[config.mk]
export PLATFORM = sky130hd
export DESIGN_NAME = bucket_sort_engine_flat
export DESIGN_NICKNAME = d
export VERILOG_FILES = /design/src/design/bse_pkg.sv /design/src/design/bse_ifs.sv /design/src/design/bse_bucket_unit.sv /design/src/design/bucket_sort_engine.sv /design/src/flat_wrapper.sv
export SDC_FILE = /design/constraint.sdc
export NUM_CORES = 1
export LEC_CHECK = 0
export ABC_AREA = 0
export BUFFER_PORTS_ARGS = -buffer_cell sky130_fd_sc_hd__buf_4
export CAP_MARGIN = 5
export CORE_UTILIZATION = 60
export DETAILED_ROUTE_END_ITERATION = 6
export PLACE_DENSITY = 0.76
export SLEW_MARGIN = 20
export SYNTH_ARGS = -nofsm -noshare
export SYNTH_HDL_FRONTEND = slang
export SYNTH_SLANG_ARGS = --single-unit
export TNS_END_PERCENT = 20
[constraint.sdc]
create_clock -name clk -period 8.4 [get_ports clk]
set_input_delay 1.26 -clock clk [delete_from_list [all_inputs] [get_ports clk]]
set_output_delay 1.26 -clock clk [all_outputs]
set_load 0.02 [all_outputs]
[src/design/bse_pkg.sv]
`default_nettype none
package bse_pkg;

    localparam int VALUE_W  = 16;
    localparam int BKT_W    = 4;
    localparam int BCOUNT_W = 5;
    localparam int SCALED_W = VALUE_W + BCOUNT_W;

    typedef logic [VALUE_W-1:0]  value_t;
    typedef logic [BKT_W-1:0]    bkt_t;
    typedef logic [BCOUNT_W-1:0] bcount_t;
    typedef logic [SCALED_W-1:0] scaled_t;

    localparam bcount_t BUCKETS_AT_RESET = 5'd10;
    localparam bcount_t BUCKETS_LIMIT    = 5'd16;
    localparam bcount_t BUCKETS_MIN      = 5'd1;

    // top-level sequencer
    typedef enum logic [2:0] {
        ST_LOAD,
        ST_SCAN,
        ST_DRAIN,
        ST_PICK,
        ST_BUCKET,
        ST_OUT
    } seq_state_t;

    // bucket search unit
    typedef enum logic [1:0] {
        BK_IDLE,
        BK_STEP
    } bkt_state_t;

    typedef struct packed {
        logic done;
        bkt_t bucket;
    } bkt_rsp_t;

endpackage
`default_nettype wire

[src/design/bse_ifs.sv]
`default_nettype none
interface bse_load_if;
    logic           valid;
    logic           ready;
    bse_pkg::value_t value;
    logic           last_item;

    modport source (output valid, output value, output last_item, input ready);
    modport sink   (input valid, input value, input last_item, output ready);
endinterface

interface bse_sort_if;
    logic            valid;
    logic            ready;
    bse_pkg::value_t sorted_value;
    bse_pkg::bkt_t   bucket_index;
    logic            overflow;
    logic            last_out;

    modport source (output valid, output sorted_value, output bucket_index,
                    output overflow, output last_out, input ready);
    modport sink   (input valid, input sorted_value, input bucket_index,
                    input overflow, input last_out, output ready);
endinterface
`default_nettype wire

[src/design/bse_bucket_unit.sv]
`default_nettype none
module bse_bucket_unit (
    input  wire               clk,
    input  wire               rst_n,
    input  wire               start,
    input  bse_pkg::value_t   value,
    input  bse_pkg::value_t   top,
    input  bse_pkg::bcount_t  nbkt,
    output bse_pkg::bkt_rsp_t rsp
);
    import bse_pkg::*;

    bkt_state_t state_reg, state_next;
    scaled_t    scaled_reg, scaled_next;
    scaled_t    acc_reg, acc_next;
    value_t     top_reg, top_next;
    bkt_t       j_reg, j_next;
    bkt_t       last_j_reg, last_j_next;
    logic       hit;

    // first bucket whose upper bound max*(j+1) reaches value*B
    assign hit = (scaled_reg <= acc_reg) || (j_reg == last_j_reg);

    always_comb
    begin
        state_next  = state_reg;
        scaled_next = scaled_reg;
        acc_next    = acc_reg;
        top_next    = top_reg;
        j_next      = j_reg;
        last_j_next = last_j_reg;
        rsp.done    = 1'b0;
        rsp.bucket  = j_reg;
        unique case (state_reg)
            BK_IDLE:
            begin
                if (start)
                begin
                    scaled_next = SCALED_W'(value) * SCALED_W'(nbkt);
                    acc_next    = SCALED_W'(top);
                    top_next    = top;
                    j_next      = '0;
                    last_j_next = BKT_W'(nbkt - BUCKETS_MIN);
                    state_next  = BK_STEP;
                end
            end
            BK_STEP:
            begin
                if (hit)
                begin
                    rsp.done   = 1'b1;
                    state_next = BK_IDLE;
                end
                else
                begin
                    acc_next = acc_reg + SCALED_W'(top_reg);
                    j_next   = j_reg + BKT_W'(1);
                end
            end
            default:
            begin
                state_next = BK_IDLE;
            end
        endcase
    end

    // sequencer state
    always_ff @(posedge clk or negedge rst_n)
    begin
        if (!rst_n)
        begin
            state_reg <= BK_IDLE;
        end
        else
        begin
            state_reg <= state_next;
        end
    end

    // search datapath
    always_ff @(posedge clk)
    begin
        scaled_reg <= scaled_next;
        acc_reg    <= acc_next;
        top_reg    <= top_next;
        j_reg      <= j_next;
        last_j_reg <= last_j_next;
    end

endmodule
`default_nettype wire

[src/design/bucket_sort_engine.sv]
`default_nettype none
// channel   dir  transfer when        payload
// load_ch   in   valid && ready       value, last_item
// sort_ch   out  valid && ready       sorted_value, bucket_index, overflow, last_out
// cfg       in   cfg_we               cfg_wdata (bucket count)
//
// load_ch is ready throughout loading; values beyond MAX_ITEMS are dropped
// and raise overflow; each sorted value then takes a store scan (one read port,
// one entry per cycle), a bucket search in the bucket unit that steps up to
// the first hit or the last bucket, and an output handshake
// load_ch is not ready from the last value of a set until its final transfer
// reset clears the sequencer and counters and sets the bucket count to 10; no clearing pass
module bucket_sort_engine #(
    parameter int MAX_ITEMS = 64
) (
    input  wire                    clk,
    input  wire                    rst_n,
    bse_load_if.sink               load_ch,
    bse_sort_if.source             sort_ch,
    input  wire                    cfg_we,
    input  bse_pkg::bcount_t       cfg_wdata
);
    import bse_pkg::*;

    localparam int CNT_W = $clog2(MAX_ITEMS + 1);
    localparam int IDX_W = (MAX_ITEMS > 1) ? $clog2(MAX_ITEMS) : 1;

    typedef logic [CNT_W-1:0] cnt_t;
    typedef logic [IDX_W-1:0] idx_t;

    seq_state_t             state_reg, state_next;
    bcount_t                bcount_reg, bcount_next;
    cnt_t                   count_reg, count_next;
    value_t                 max_reg, max_next;
    logic                   ovf_reg, ovf_next;
    logic [MAX_ITEMS-1:0]   done_reg, done_next;
    idx_t                   scan_idx_reg, scan_idx_next;
    idx_t                   emit_reg, emit_next;
    logic                   q_vld_reg, q_vld_next;
    idx_t                   q_idx_reg, q_idx_next;
    value_t                 q_val_reg;
    logic                   best_found_reg, best_found_next;
    value_t                 best_val_reg, best_val_next;
    idx_t                   best_idx_reg, best_idx_next;
    value_t                 out_val_reg, out_val_next;
    bkt_t                   out_bkt_reg, out_bkt_next;
    logic                   out_last_reg, out_last_next;

    value_t                 store [MAX_ITEMS];
    logic                   store_we;
    bcount_t                eff_b;
    idx_t                   last_idx;
    logic                   load_xfer;
    logic                   sort_xfer;
    logic                   bkt_start;
    bkt_rsp_t               bkt_rsp;

    assign load_xfer = load_ch.valid && load_ch.ready;
    assign sort_xfer = sort_ch.valid && sort_ch.ready;
    assign last_idx  = idx_t'(count_reg - cnt_t'(1));

    // bucket count clamped to 1..16
    always_comb
    begin
        if (bcount_reg == '0)
        begin
            eff_b = BUCKETS_MIN;
        end
        else if (bcount_reg > BUCKETS_LIMIT)
        begin
            eff_b = BUCKETS_LIMIT;
        end
        else
        begin
            eff_b = bcount_reg;
        end
    end

    // handshake and output payload
    assign load_ch.ready        = (state_reg == ST_LOAD);
    assign sort_ch.valid        = (state_reg == ST_OUT);
    assign sort_ch.sorted_value = out_val_reg;
    assign sort_ch.bucket_index = out_bkt_reg;
    assign sort_ch.overflow     = ovf_reg;
    assign sort_ch.last_out     = out_last_reg;

    assign store_we  = load_xfer && (count_reg < cnt_t'(MAX_ITEMS));
    assign bkt_start = (state_reg == ST_PICK);

    bse_bucket_unit u_bkt (
        .clk   (clk),
        .rst_n (rst_n),
        .start (bkt_start),
        .value (best_val_reg),
        .top   (max_reg),
        .nbkt  (eff_b),
        .rsp   (bkt_rsp)
    );

    // sequencer: load, then per output a minimum scan and bucket search
    always_comb
    begin
        state_next      = state_reg;
        bcount_next     = bcount_reg;
        count_next      = count_reg;
        max_next        = max_reg;
        ovf_next        = ovf_reg;
        done_next       = done_reg;
        scan_idx_next   = scan_idx_reg;
        emit_next       = emit_reg;
        q_vld_next      = 1'b0;
        q_idx_next      = scan_idx_reg;
        best_found_next = best_found_reg;
        best_val_next   = best_val_reg;
        best_idx_next   = best_idx_reg;
        out_val_next    = out_val_reg;
        out_bkt_next    = out_bkt_reg;
        out_last_next   = out_last_reg;

        if (cfg_we)
        begin
            bcount_next = cfg_wdata;
        end

        // running minimum over entries not yet sent
        if (q_vld_reg && (!best_found_reg || (q_val_reg < best_val_reg)))
        begin
            best_found_next = 1'b1;
            best_val_next   = q_val_reg;
            best_idx_next   = q_idx_reg;
        end

        unique case (state_reg)
            ST_LOAD:
            begin
                if (load_xfer)
                begin
                    if (store_we)
                    begin
                        count_next = count_reg + cnt_t'(1);
                        if (load_ch.value > max_reg)
                        begin
                            max_next = load_ch.value;
                        end
                    end
                    else
                    begin
                        ovf_next = 1'b1;
                    end
                    if (load_ch.last_item)
                    begin
                        scan_idx_next   = '0;
                        emit_next       = '0;
                        best_found_next = 1'b0;
                        state_next      = ST_SCAN;
                    end
                end
            end
            ST_SCAN:
            begin
                q_vld_next = !done_reg[scan_idx_reg];
                if (scan_idx_reg == last_idx)
                begin
                    state_next = ST_DRAIN;
                end
                else
                begin
                    scan_idx_next = scan_idx_reg + idx_t'(1);
                end
            end
            ST_DRAIN:
            begin
                state_next = ST_PICK;
            end
            ST_PICK:
            begin
                state_next = ST_BUCKET;
            end
            ST_BUCKET:
            begin
                if (bkt_rsp.done)
                begin
                    out_val_next  = best_val_reg;
                    out_bkt_next  = bkt_rsp.bucket;
                    out_last_next = (emit_reg == last_idx);
                    state_next    = ST_OUT;
                end
            end
            ST_OUT:
            begin
                if (sort_xfer)
                begin
                    if (out_last_reg)
                    begin
                        count_next = '0;
                        max_next   = '0;
                        ovf_next   = 1'b0;
                        done_next  = '0;
                        state_next = ST_LOAD;
                    end
                    else
                    begin
                        done_next[best_idx_reg] = 1'b1;
                        emit_next               = emit_reg + idx_t'(1);
                        scan_idx_next           = '0;
                        best_found_next         = 1'b0;
                        state_next              = ST_SCAN;
                    end
                end
            end
            default:
            begin
                state_next = ST_LOAD;
            end
        endcase
    end

    // control state
    always_ff @(posedge clk or negedge rst_n)
    begin
        if (!rst_n)
        begin
            state_reg      <= ST_LOAD;
            bcount_reg     <= BUCKETS_AT_RESET;
            count_reg      <= '0;
            max_reg        <= '0;
            ovf_reg        <= 1'b0;
            done_reg       <= '0;
            scan_idx_reg   <= '0;
            emit_reg       <= '0;
            q_vld_reg      <= 1'b0;
            best_found_reg <= 1'b0;
        end
        else
        begin
            state_reg      <= state_next;
            bcount_reg     <= bcount_next;
            count_reg      <= count_next;
            max_reg        <= max_next;
            ovf_reg        <= ovf_next;
            done_reg       <= done_next;
            scan_idx_reg   <= scan_idx_next;
            emit_reg       <= emit_next;
            q_vld_reg      <= q_vld_next;
            best_found_reg <= best_found_next;
        end
    end

    // payload registers
    always_ff @(posedge clk)
    begin
        q_idx_reg    <= q_idx_next;
        best_val_reg <= best_val_next;
        best_idx_reg <= best_idx_next;
        out_val_reg  <= out_val_next;
        out_bkt_reg  <= out_bkt_next;
        out_last_reg <= out_last_next;
    end

    // value store: one write port for load, one registered read for scan
    always_ff @(posedge clk)
    begin
        if (store_we)
        begin
            store[count_reg[IDX_W-1:0]] <= load_ch.value;
        end
        q_val_reg <= store[scan_idx_reg];
    end

endmodule
`default_nettype wire
[src/flat_wrapper.sv]
// flat-port wrapper written by rule: the top's interface ports become plain ports
module bucket_sort_engine_flat import bse_pkg::*;
#(
    parameter int MAX_ITEMS = 64
)
  (clk, rst_n, cfg_we, cfg_wdata, load_ch_valid, load_ch_value, load_ch_last_item, load_ch_ready, sort_ch_valid, sort_ch_sorted_value, sort_ch_bucket_index, sort_ch_overflow, sort_ch_last_out, sort_ch_ready);
  bse_load_if load_ch_i ();
  bse_sort_if sort_ch_i ();
  input  wire clk;
  input  wire rst_n;
  input  wire cfg_we;
  input  bse_pkg::bcount_t cfg_wdata;
  input wire logic [$bits(load_ch_i.valid)-1:0] load_ch_valid;
  input wire logic [$bits(load_ch_i.value)-1:0] load_ch_value;
  input wire logic [$bits(load_ch_i.last_item)-1:0] load_ch_last_item;
  output wire logic [$bits(load_ch_i.ready)-1:0] load_ch_ready;
  output wire logic [$bits(sort_ch_i.valid)-1:0] sort_ch_valid;
  output wire logic [$bits(sort_ch_i.sorted_value)-1:0] sort_ch_sorted_value;
  output wire logic [$bits(sort_ch_i.bucket_index)-1:0] sort_ch_bucket_index;
  output wire logic [$bits(sort_ch_i.overflow)-1:0] sort_ch_overflow;
  output wire logic [$bits(sort_ch_i.last_out)-1:0] sort_ch_last_out;
  input wire logic [$bits(sort_ch_i.ready)-1:0] sort_ch_ready;
  assign load_ch_i.valid = load_ch_valid;
  assign load_ch_i.value = load_ch_value;
  assign load_ch_i.last_item = load_ch_last_item;
  assign load_ch_ready = load_ch_i.ready;
  assign sort_ch_valid = sort_ch_i.valid;
  assign sort_ch_sorted_value = sort_ch_i.sorted_value;
  assign sort_ch_bucket_index = sort_ch_i.bucket_index;
  assign sort_ch_overflow = sort_ch_i.overflow;
  assign sort_ch_last_out = sort_ch_i.last_out;
  assign sort_ch_i.ready = sort_ch_ready;
  bucket_sort_engine #(.MAX_ITEMS(MAX_ITEMS)) u_core (.clk(clk), .rst_n(rst_n), .load_ch(load_ch_i), .sort_ch(sort_ch_i), .cfg_we(cfg_we), .cfg_wdata(cfg_wdata));
endmodule
# ---- Yosys cells after proc, flatten, opt, wreduce, memory -nomap -nowiden
# Memories as Yosys holds them, arrays and structs flattened. A register that Yosys moved wholly into a read port is not among the register bits.
# Cells that the tools add are included.
dict set report word_totals {
  reg_bits 227
  ramBits 1024
  in_bits 27
  out_inout_bits 24
  word_cells 148
  n_memories 1
}
# memory depth width rd rd_clocked_by_memory_dff write_ports line
set mem_list {}
lappend mem_list {u_core.store 64 16 1 1 1 bucket_sort_engine.sv:49} ;# value_t store [MAX_ITEMS];
dict set report classes {
  n_addsub 7
  n_mul 1
  n_lt_le_gt_ge 8
  n_eq_ne 23
  n_mux 59
  bitwise_logic 1
  reduce_logical 26
}
# op count
set ops {}
lappend ops {{two-way mux 16 bit} 5}
lappend ops {{two-way mux 64 bit} 1}
lappend ops {{bitwise OR 64 bit} 1}
lappend ops {{two-way mux 21 bit} 2}
lappend ops {{two-way mux 6 bit} 7}
lappend ops {{one-hot mux 21 bit (2 select lines)} 1}
lappend ops {{one-hot mux 16 bit (2 select lines)} 1}
lappend ops {{two-way mux 7 bit} 4}
lappend ops {{inequality test 2 bit, second input constant} 11}
lappend ops {{adder 21 x 16 -> 21 bit} 1}
lappend ops {{<= comparator 21 bit} 1}
lappend ops {{multiplier 16 x 5 -> 21 bit} 1}
lappend ops {{AND reduction 5 bit} 4}
lappend ops {{one-hot mux 3 bit (6 select lines)} 1}
lappend ops {{one-hot mux 6 bit (3 select lines)} 1}
lappend ops {{two-way mux 1 bit} 17}
lappend ops {{greater-than comparator 16 bit} 1}
lappend ops {{< comparator 16 bit} 1}
lappend ops {{two-way mux 3 bit} 5}
lappend ops {{< comparator 6 x 7 -> 1 bit, second input constant} 2}
lappend ops {{one-hot mux 7 bit (2 select lines)} 1}
lappend ops {{adder 6 x 1 -> 6 bit, second input constant} 2}
lappend ops {{== test 6 bit} 2}
lappend ops {{one-hot mux 6 bit (2 select lines)} 1}
lappend ops {{32 further kinds} 51}

# ---- Logic depth before layout (Yosys ltp)
dict set report depth {
  depth_word 7
  ltp_mapped 18
  depth_no_buf 17
}

# ---- Cells and area by module
# From an unflattened synthesis, not the netlist that was laid out.
dict set report hier_totals {
  hier_cells 2983
  area_unflattened_um2 53120.9
}
# mod instances cells_each area_per_inst_um2 seq_area_each_um2
set modules_own_cells {}
lappend modules_own_cells {bucket_sort_engine 1 2376 46847.4 35236.3}
lappend modules_own_cells {bse_bucket_unit 1 607 6273.5 2006.9}

# ---- Worst setup path before layout
# OpenSTA, ideal clock, no wires.
dict set report synth_timing {
  path_kind {register to register}
  from {register u_core.state_reg[1]}
  to {register u_core.u_bkt.acc_reg[0] (enable)}
  setup_time_ns 0.381
  arrival_ns 5.420
  required_ns 8.019
  setup_slack_ns 2.599
  stages_incl_launch_ff 4
  n_path_buf 1
  synth_period_minus_slack_ns 5.801
  cell_sequence {dfrtp_1 > clkbuf_1 > nor4bb_1 > a21o_1}
}
dict set report synth_via {
  elab_chain_cells 3
}
# element line
set synth_rtl {}
lappend synth_rtl {{start, declared} bucket_sort_engine.sv:31} ;# seq_state_t state_reg, state_next;
lappend synth_rtl {{start signal, assigned} bucket_sort_engine.sv:236} ;# state_reg <= state_next;
lappend synth_rtl {{== test 3 x 2 -> 1 bit} bucket_sort_engine.sv:88} ;# assign bkt_start = (state_reg == ST_PICK);
lappend synth_rtl {{inequality test 2 x 1 -> 1 bit (no line)} -}
lappend synth_rtl {{AND reduction 3 bit (no line)} -}
lappend synth_rtl {{end signal, assigned} bse_bucket_unit.sv:84} ;# acc_reg <= acc_next;
lappend synth_rtl {{end, declared} bse_bucket_unit.sv:15} ;# scaled_t acc_reg, acc_next;
# No other way between the ends.
# A chain may end at the register's enable or synchronous reset.

# ---- Worst setup path in the final report
dict set report layout_timing {
  from {register u_core.bcount_reg[4]}
  to {register u_core.u_bkt.scaled_reg[18] (data pin)}
}
dict set report layout_via {
  elab_chain_cells 4
  elab_cells_between_ends 5
  cone_classes {mul (1); order compare (1); mux (2); reduce/logical (1)}
}
# element line
set layout_rtl {}
lappend layout_rtl {{start, declared} bucket_sort_engine.sv:32} ;# bcount_t bcount_reg, bcount_next;
lappend layout_rtl {{start signal, assigned} bucket_sort_engine.sv:237} ;# bcount_reg <= bcount_next;
lappend layout_rtl {{greater-than comparator 5 bit} bucket_sort_engine.sv:69} ;# else if (bcount_reg > BUCKETS_LIMIT)
lappend layout_rtl {{two-way mux 5 bit} bucket_sort_engine.sv:69}
lappend layout_rtl {{two-way mux 5 bit *} bucket_sort_engine.sv:65} ;# if (bcount_reg == '0)
lappend layout_rtl {{multiplier 16 x 5 -> 21 bit *} bse_bucket_unit.sv:39} ;# scaled_next = SCALED_W'(value) * SCALED_W'(nbkt);
lappend layout_rtl {{end signal, assigned} bse_bucket_unit.sv:83} ;# scaled_reg <= scaled_next;
lappend layout_rtl {{end, declared} bse_bucket_unit.sv:14} ;# scaled_t scaled_reg, scaled_next;
# Mark *: on every way between the ends. The rest lies on a longest branch, timed or not.

==> results.md <==
* FILL cells at 5,464
* Post-layout nets at 3,098
* IO Port Bufs at 50
* Adder-cell area share of the yosys netlist at 4.07%
* Asr flop ratio synth at 8.77%
* CP peak stage delay at 980 ps
* Final Power at 0.0188 W
* Max reg flops at 1,024
* Post CTS Setup Buffer Count at 0
* DP Worst Slack at 2770 ps
* Synthesized Nets at 2,969
* Post-layout util at 67.6%
* Clock root cell: clkbuf_16
* Width of the die at 299 microns
* WP buf/inv at 2
* CTS Hold Bufs at 0
* Top FF cell, synth: edfxtp_1
* Post-synthesis simple-gate area fraction at 4.05%
* Via density at 6.49
* CTS buffer count at 119
* Compound-Gate Fraction of Synth Area at 2.93%
* Req. time, crit path at 8830 ps
* Vias in the first global route at 27,900
* Antenna violations before repair at 5
* Post-synthesis mux area share at 15.5%
* Run status: complete, no violations
* Clk sink count at 1,266
* Number of synthesized flops with an enable pin at 1,133
* CTS tree: yes
* Routed vias at 27,200
* Row cnt at 108
* Die Y-Extent at 299 microns
* Pins Over Slew Limit at 0
* Synthesized area at 52,800 sq um
* CP endpoint: u_core.u_bkt.scaled_reg[18]
* GP Congestion at 0.881
* Crit-path slowest cell: nor2b_1
* Main combinational cell family by area after synthesis: multiplexers
* Worst EP arrival at 6120 ps
* Synth area leaders: edfxtp_1, mux4_2, dfrtp_1
* Crit path depth at 16
* Worst IR drop on VDD at 0.211 mV
* Clock Skews at 59.0 ps
* Seq/Total Area, Yosys at 70.5%
* Layout Cells excl Fill at 4,188
* Fin crit period at 5690 ps
* # setup viols final at 0
* H-tree level count at 3
* Core area at 87,000 sq um
* Yosys top cell area share at 64.4%
* DP HPWL at 70.8 mm
* Final Worst Setup Slack at 2710 ps
* Clock Tree Buf Depth at 3
* #FFs+latches synth at 1,266
* Post-Syn Instances at 2,796
* Iter 0 DRT Violations at 3,234
* Lkg Pwr at 20.2 nW
* R2R cell count at 16
* Power Dens Cells at 319 nW/um^2
* First-pass GRT wire length at 180 mm
* WL/cell at 28.7 microns
* Worst slew pin tran at 1150 ps
* Mapped Avg Cell Area at 18.9 sq um
* Placed insts at 3,959
* FF-to-FF setup slack at 2710 ps
* DRT Wirelength at 120 mm
* Pin count of the biggest net entering global routing at 145
* Critical-path cell list: nor2b_1 -> and2_1 -> fa_1 -> fa_1 -> inv_1 -> fa_1 -> inv_1 -> ha_1 -> a2111oi_0 -> o21ai_0 -> a21oi_1 -> a21oi_1 -> and2_1 -> nand4_1 -> nand3b_1 -> xor2_1
* Critical R2R Launch: u_core.bcount_reg[4]
* Clock-pin slew on the worst setup and hold paths at 60 ps
* Post-cts resize count at 0
* Tightest Hold Check Type: reg2reg
* Worst skew pair latency at 720 ps
* Layout cell share with drive strength beyond 1 at 23.4%
* Final hold vios at 0
* Critical Path End Type: flop
* Post-route ant nets at 0
* RSZ-0062 raised after global routing: false
* Drt first pass iters at 5
* Area leader, netlist: edfxtp_1
* Achievable Freq at 176 MHz
* P&R area growth vs syn at 11.3%
* Critical R2R Capture: u_core.u_bkt.scaled_reg[18]
* Max FO, Critical Path at 22
* Crit-path leading delay family: adder cells
* Initial Util at 60.7%
* All-Layer GR Usage at 27.5%
* Synth unique cells at 63
* Relative slew slack at 23.4%
* Synth Area in XOR/XNOR at 0.987%
* Final period util at 67.8%
* Total congestion overflow at 0
* Setup CP Type: reg2reg
* DRC at 0
* Setup TNS at 0 ps
* CP startpoint: u_core.bcount_reg[4]
* Die area at 89,300 sq um
* I/O pin cnt at 51
* CP startpoint kind: flop
* CP dominant cell by count: fa_1
* Max-cap violations at 0
* Warnings, synthesis at 0
[layout make-up]
type / count / area [sq um] / share of cell area [%]
Sequential cell: 1266 / 37300 / 63.4
Multi-Input combinational cell: 1273 / 14600 / 24.8
Clock buffer: 151 / 3200 / 5.44
Tap cell: 1155 / 1450 / 2.46
Timing Repair Buffer: 138 / 1070 / 1.83
Clock inverter: 76 / 769 / 1.31
Inverter: 127 / 477 / 0.811
Antenna cell: 2 / 5.00 / 0.00851
[metal layers]
layer / vias up / GRT usage, % / share of wire (%)
li1: 11400 / - / -
met3: 235 / 4.65 / 8.4
met1: 14200 / 38.7 / 39
met4: 10 / 10.1 / 3.8
met5: - / 0 / 0.048
met2: 1382 / 44.2 / 49
[kinds of logic (layout without fill, tap and decap cells)]
| logic type | count (synthesis) | after routing |
|---|---|---|
| flip-flops | 1266 | 1266 |
| XOR/XNOR | 58 | 58 |
| multiplexers | 371 | 371 |
| adder cells (fa/ha/maj) | 146 | 146 |
| AO/OA/AOI/OAI | 254 | 254 |
| buffers and inverters | 257 | 492 |
| other | 0 | 2 |
| AND/OR/NAND/NOR | 444 | 444 |
[cells in the mapped netlist (all sizes together) (4+ instances only)]
library cell  count
o21ai            47
nor2b            14
nand3b            4
xnor2            28
mux2i             6
fa               43
mux4            357
nand2            65
nand2b            8
a21o             26
and3             19
mux2              8
o21a             10
buf              53
a21oi           104
nor3b             6
o21bai            6
nor2            197
nor3             17
clkbuf           77
nand3            19
or3               4
xor2             29
ha              103
nand4            20
inv             127
edfxtp         1133
a31oi            13
o211ai            6
and2             52
dfxtp            22
dfrtp           109
a22o             16
a211oi            7
[through the flow]
step	cell area (sq um)	hold slack [ps]
after global routing	58800	410
final	58800	406
after floorplan	52800	342
after global placement	54800	387
after detailed placement	54800	390
after CTS	58800	404
[worst min path at each step]
stage / end / start / depth (start not counted) / slack (ps)
global placement: u_core.best_idx_reg[0] / u_core.q_idx_reg[0] / 0 / 390
global route: u_core.best_idx_reg[5] / u_core.q_idx_reg[5] / 0 / 410
finish: u_core.best_idx_reg[5] / u_core.q_idx_reg[5] / 0 / 410
floorplan: u_core.q_idx_reg[3] / u_core.q_idx_next[3] / 0 / 340
detailed placement: u_core.best_idx_reg[5] / u_core.q_idx_reg[5] / 0 / 390
CTS: u_core.best_idx_reg[2] / u_core.q_idx_reg[2] / 0 / 400
[power breakdown]
group | switching (W) | internal [W] | leakage [nW]
registers | 0.000510 | 0.00739 | 11.9
logic | 0.00297 | 0.00251 | 6.37
clock network | 0.00233 | 0.00307 | 1.93
[cell usage in the layout (no fill, tap or decap), drive strengths merged, types with 10 or more instances in the layout]
master and instances:
nand4 20, a22o 16, buf 138, dfxtp 22
nor2 197, xor2 29, nor3 17, a21o 26
a21oi 104, inv 130, o21ai 47, fa 43
ha 103, xnor2 28, nor2b 14, clkbuf 151
bufinv 12, clkinv 56, and2 52, and3 19
edfxtp 1133, nand3 19, dfrtp 109, mux4 357
nand2 65, a31oi 13, o21a 10
[worst register-to-register path: stages, from the launching register on]
cell and delay, ps:
dfrtp_1 620, nor2b_1 980, and2_1 300, fa_1 450, fa_1 490, inv_1 50
fa_1 470, inv_1 40, ha_1 360, a2111oi_0 530, o21ai_0 230, a21oi_1 240
a21oi_1 110, and2_1 200, nand4_1 120, nand3b_1 100, xor2_1 150
Note: power is estimated with default switching activity, not from simulation.
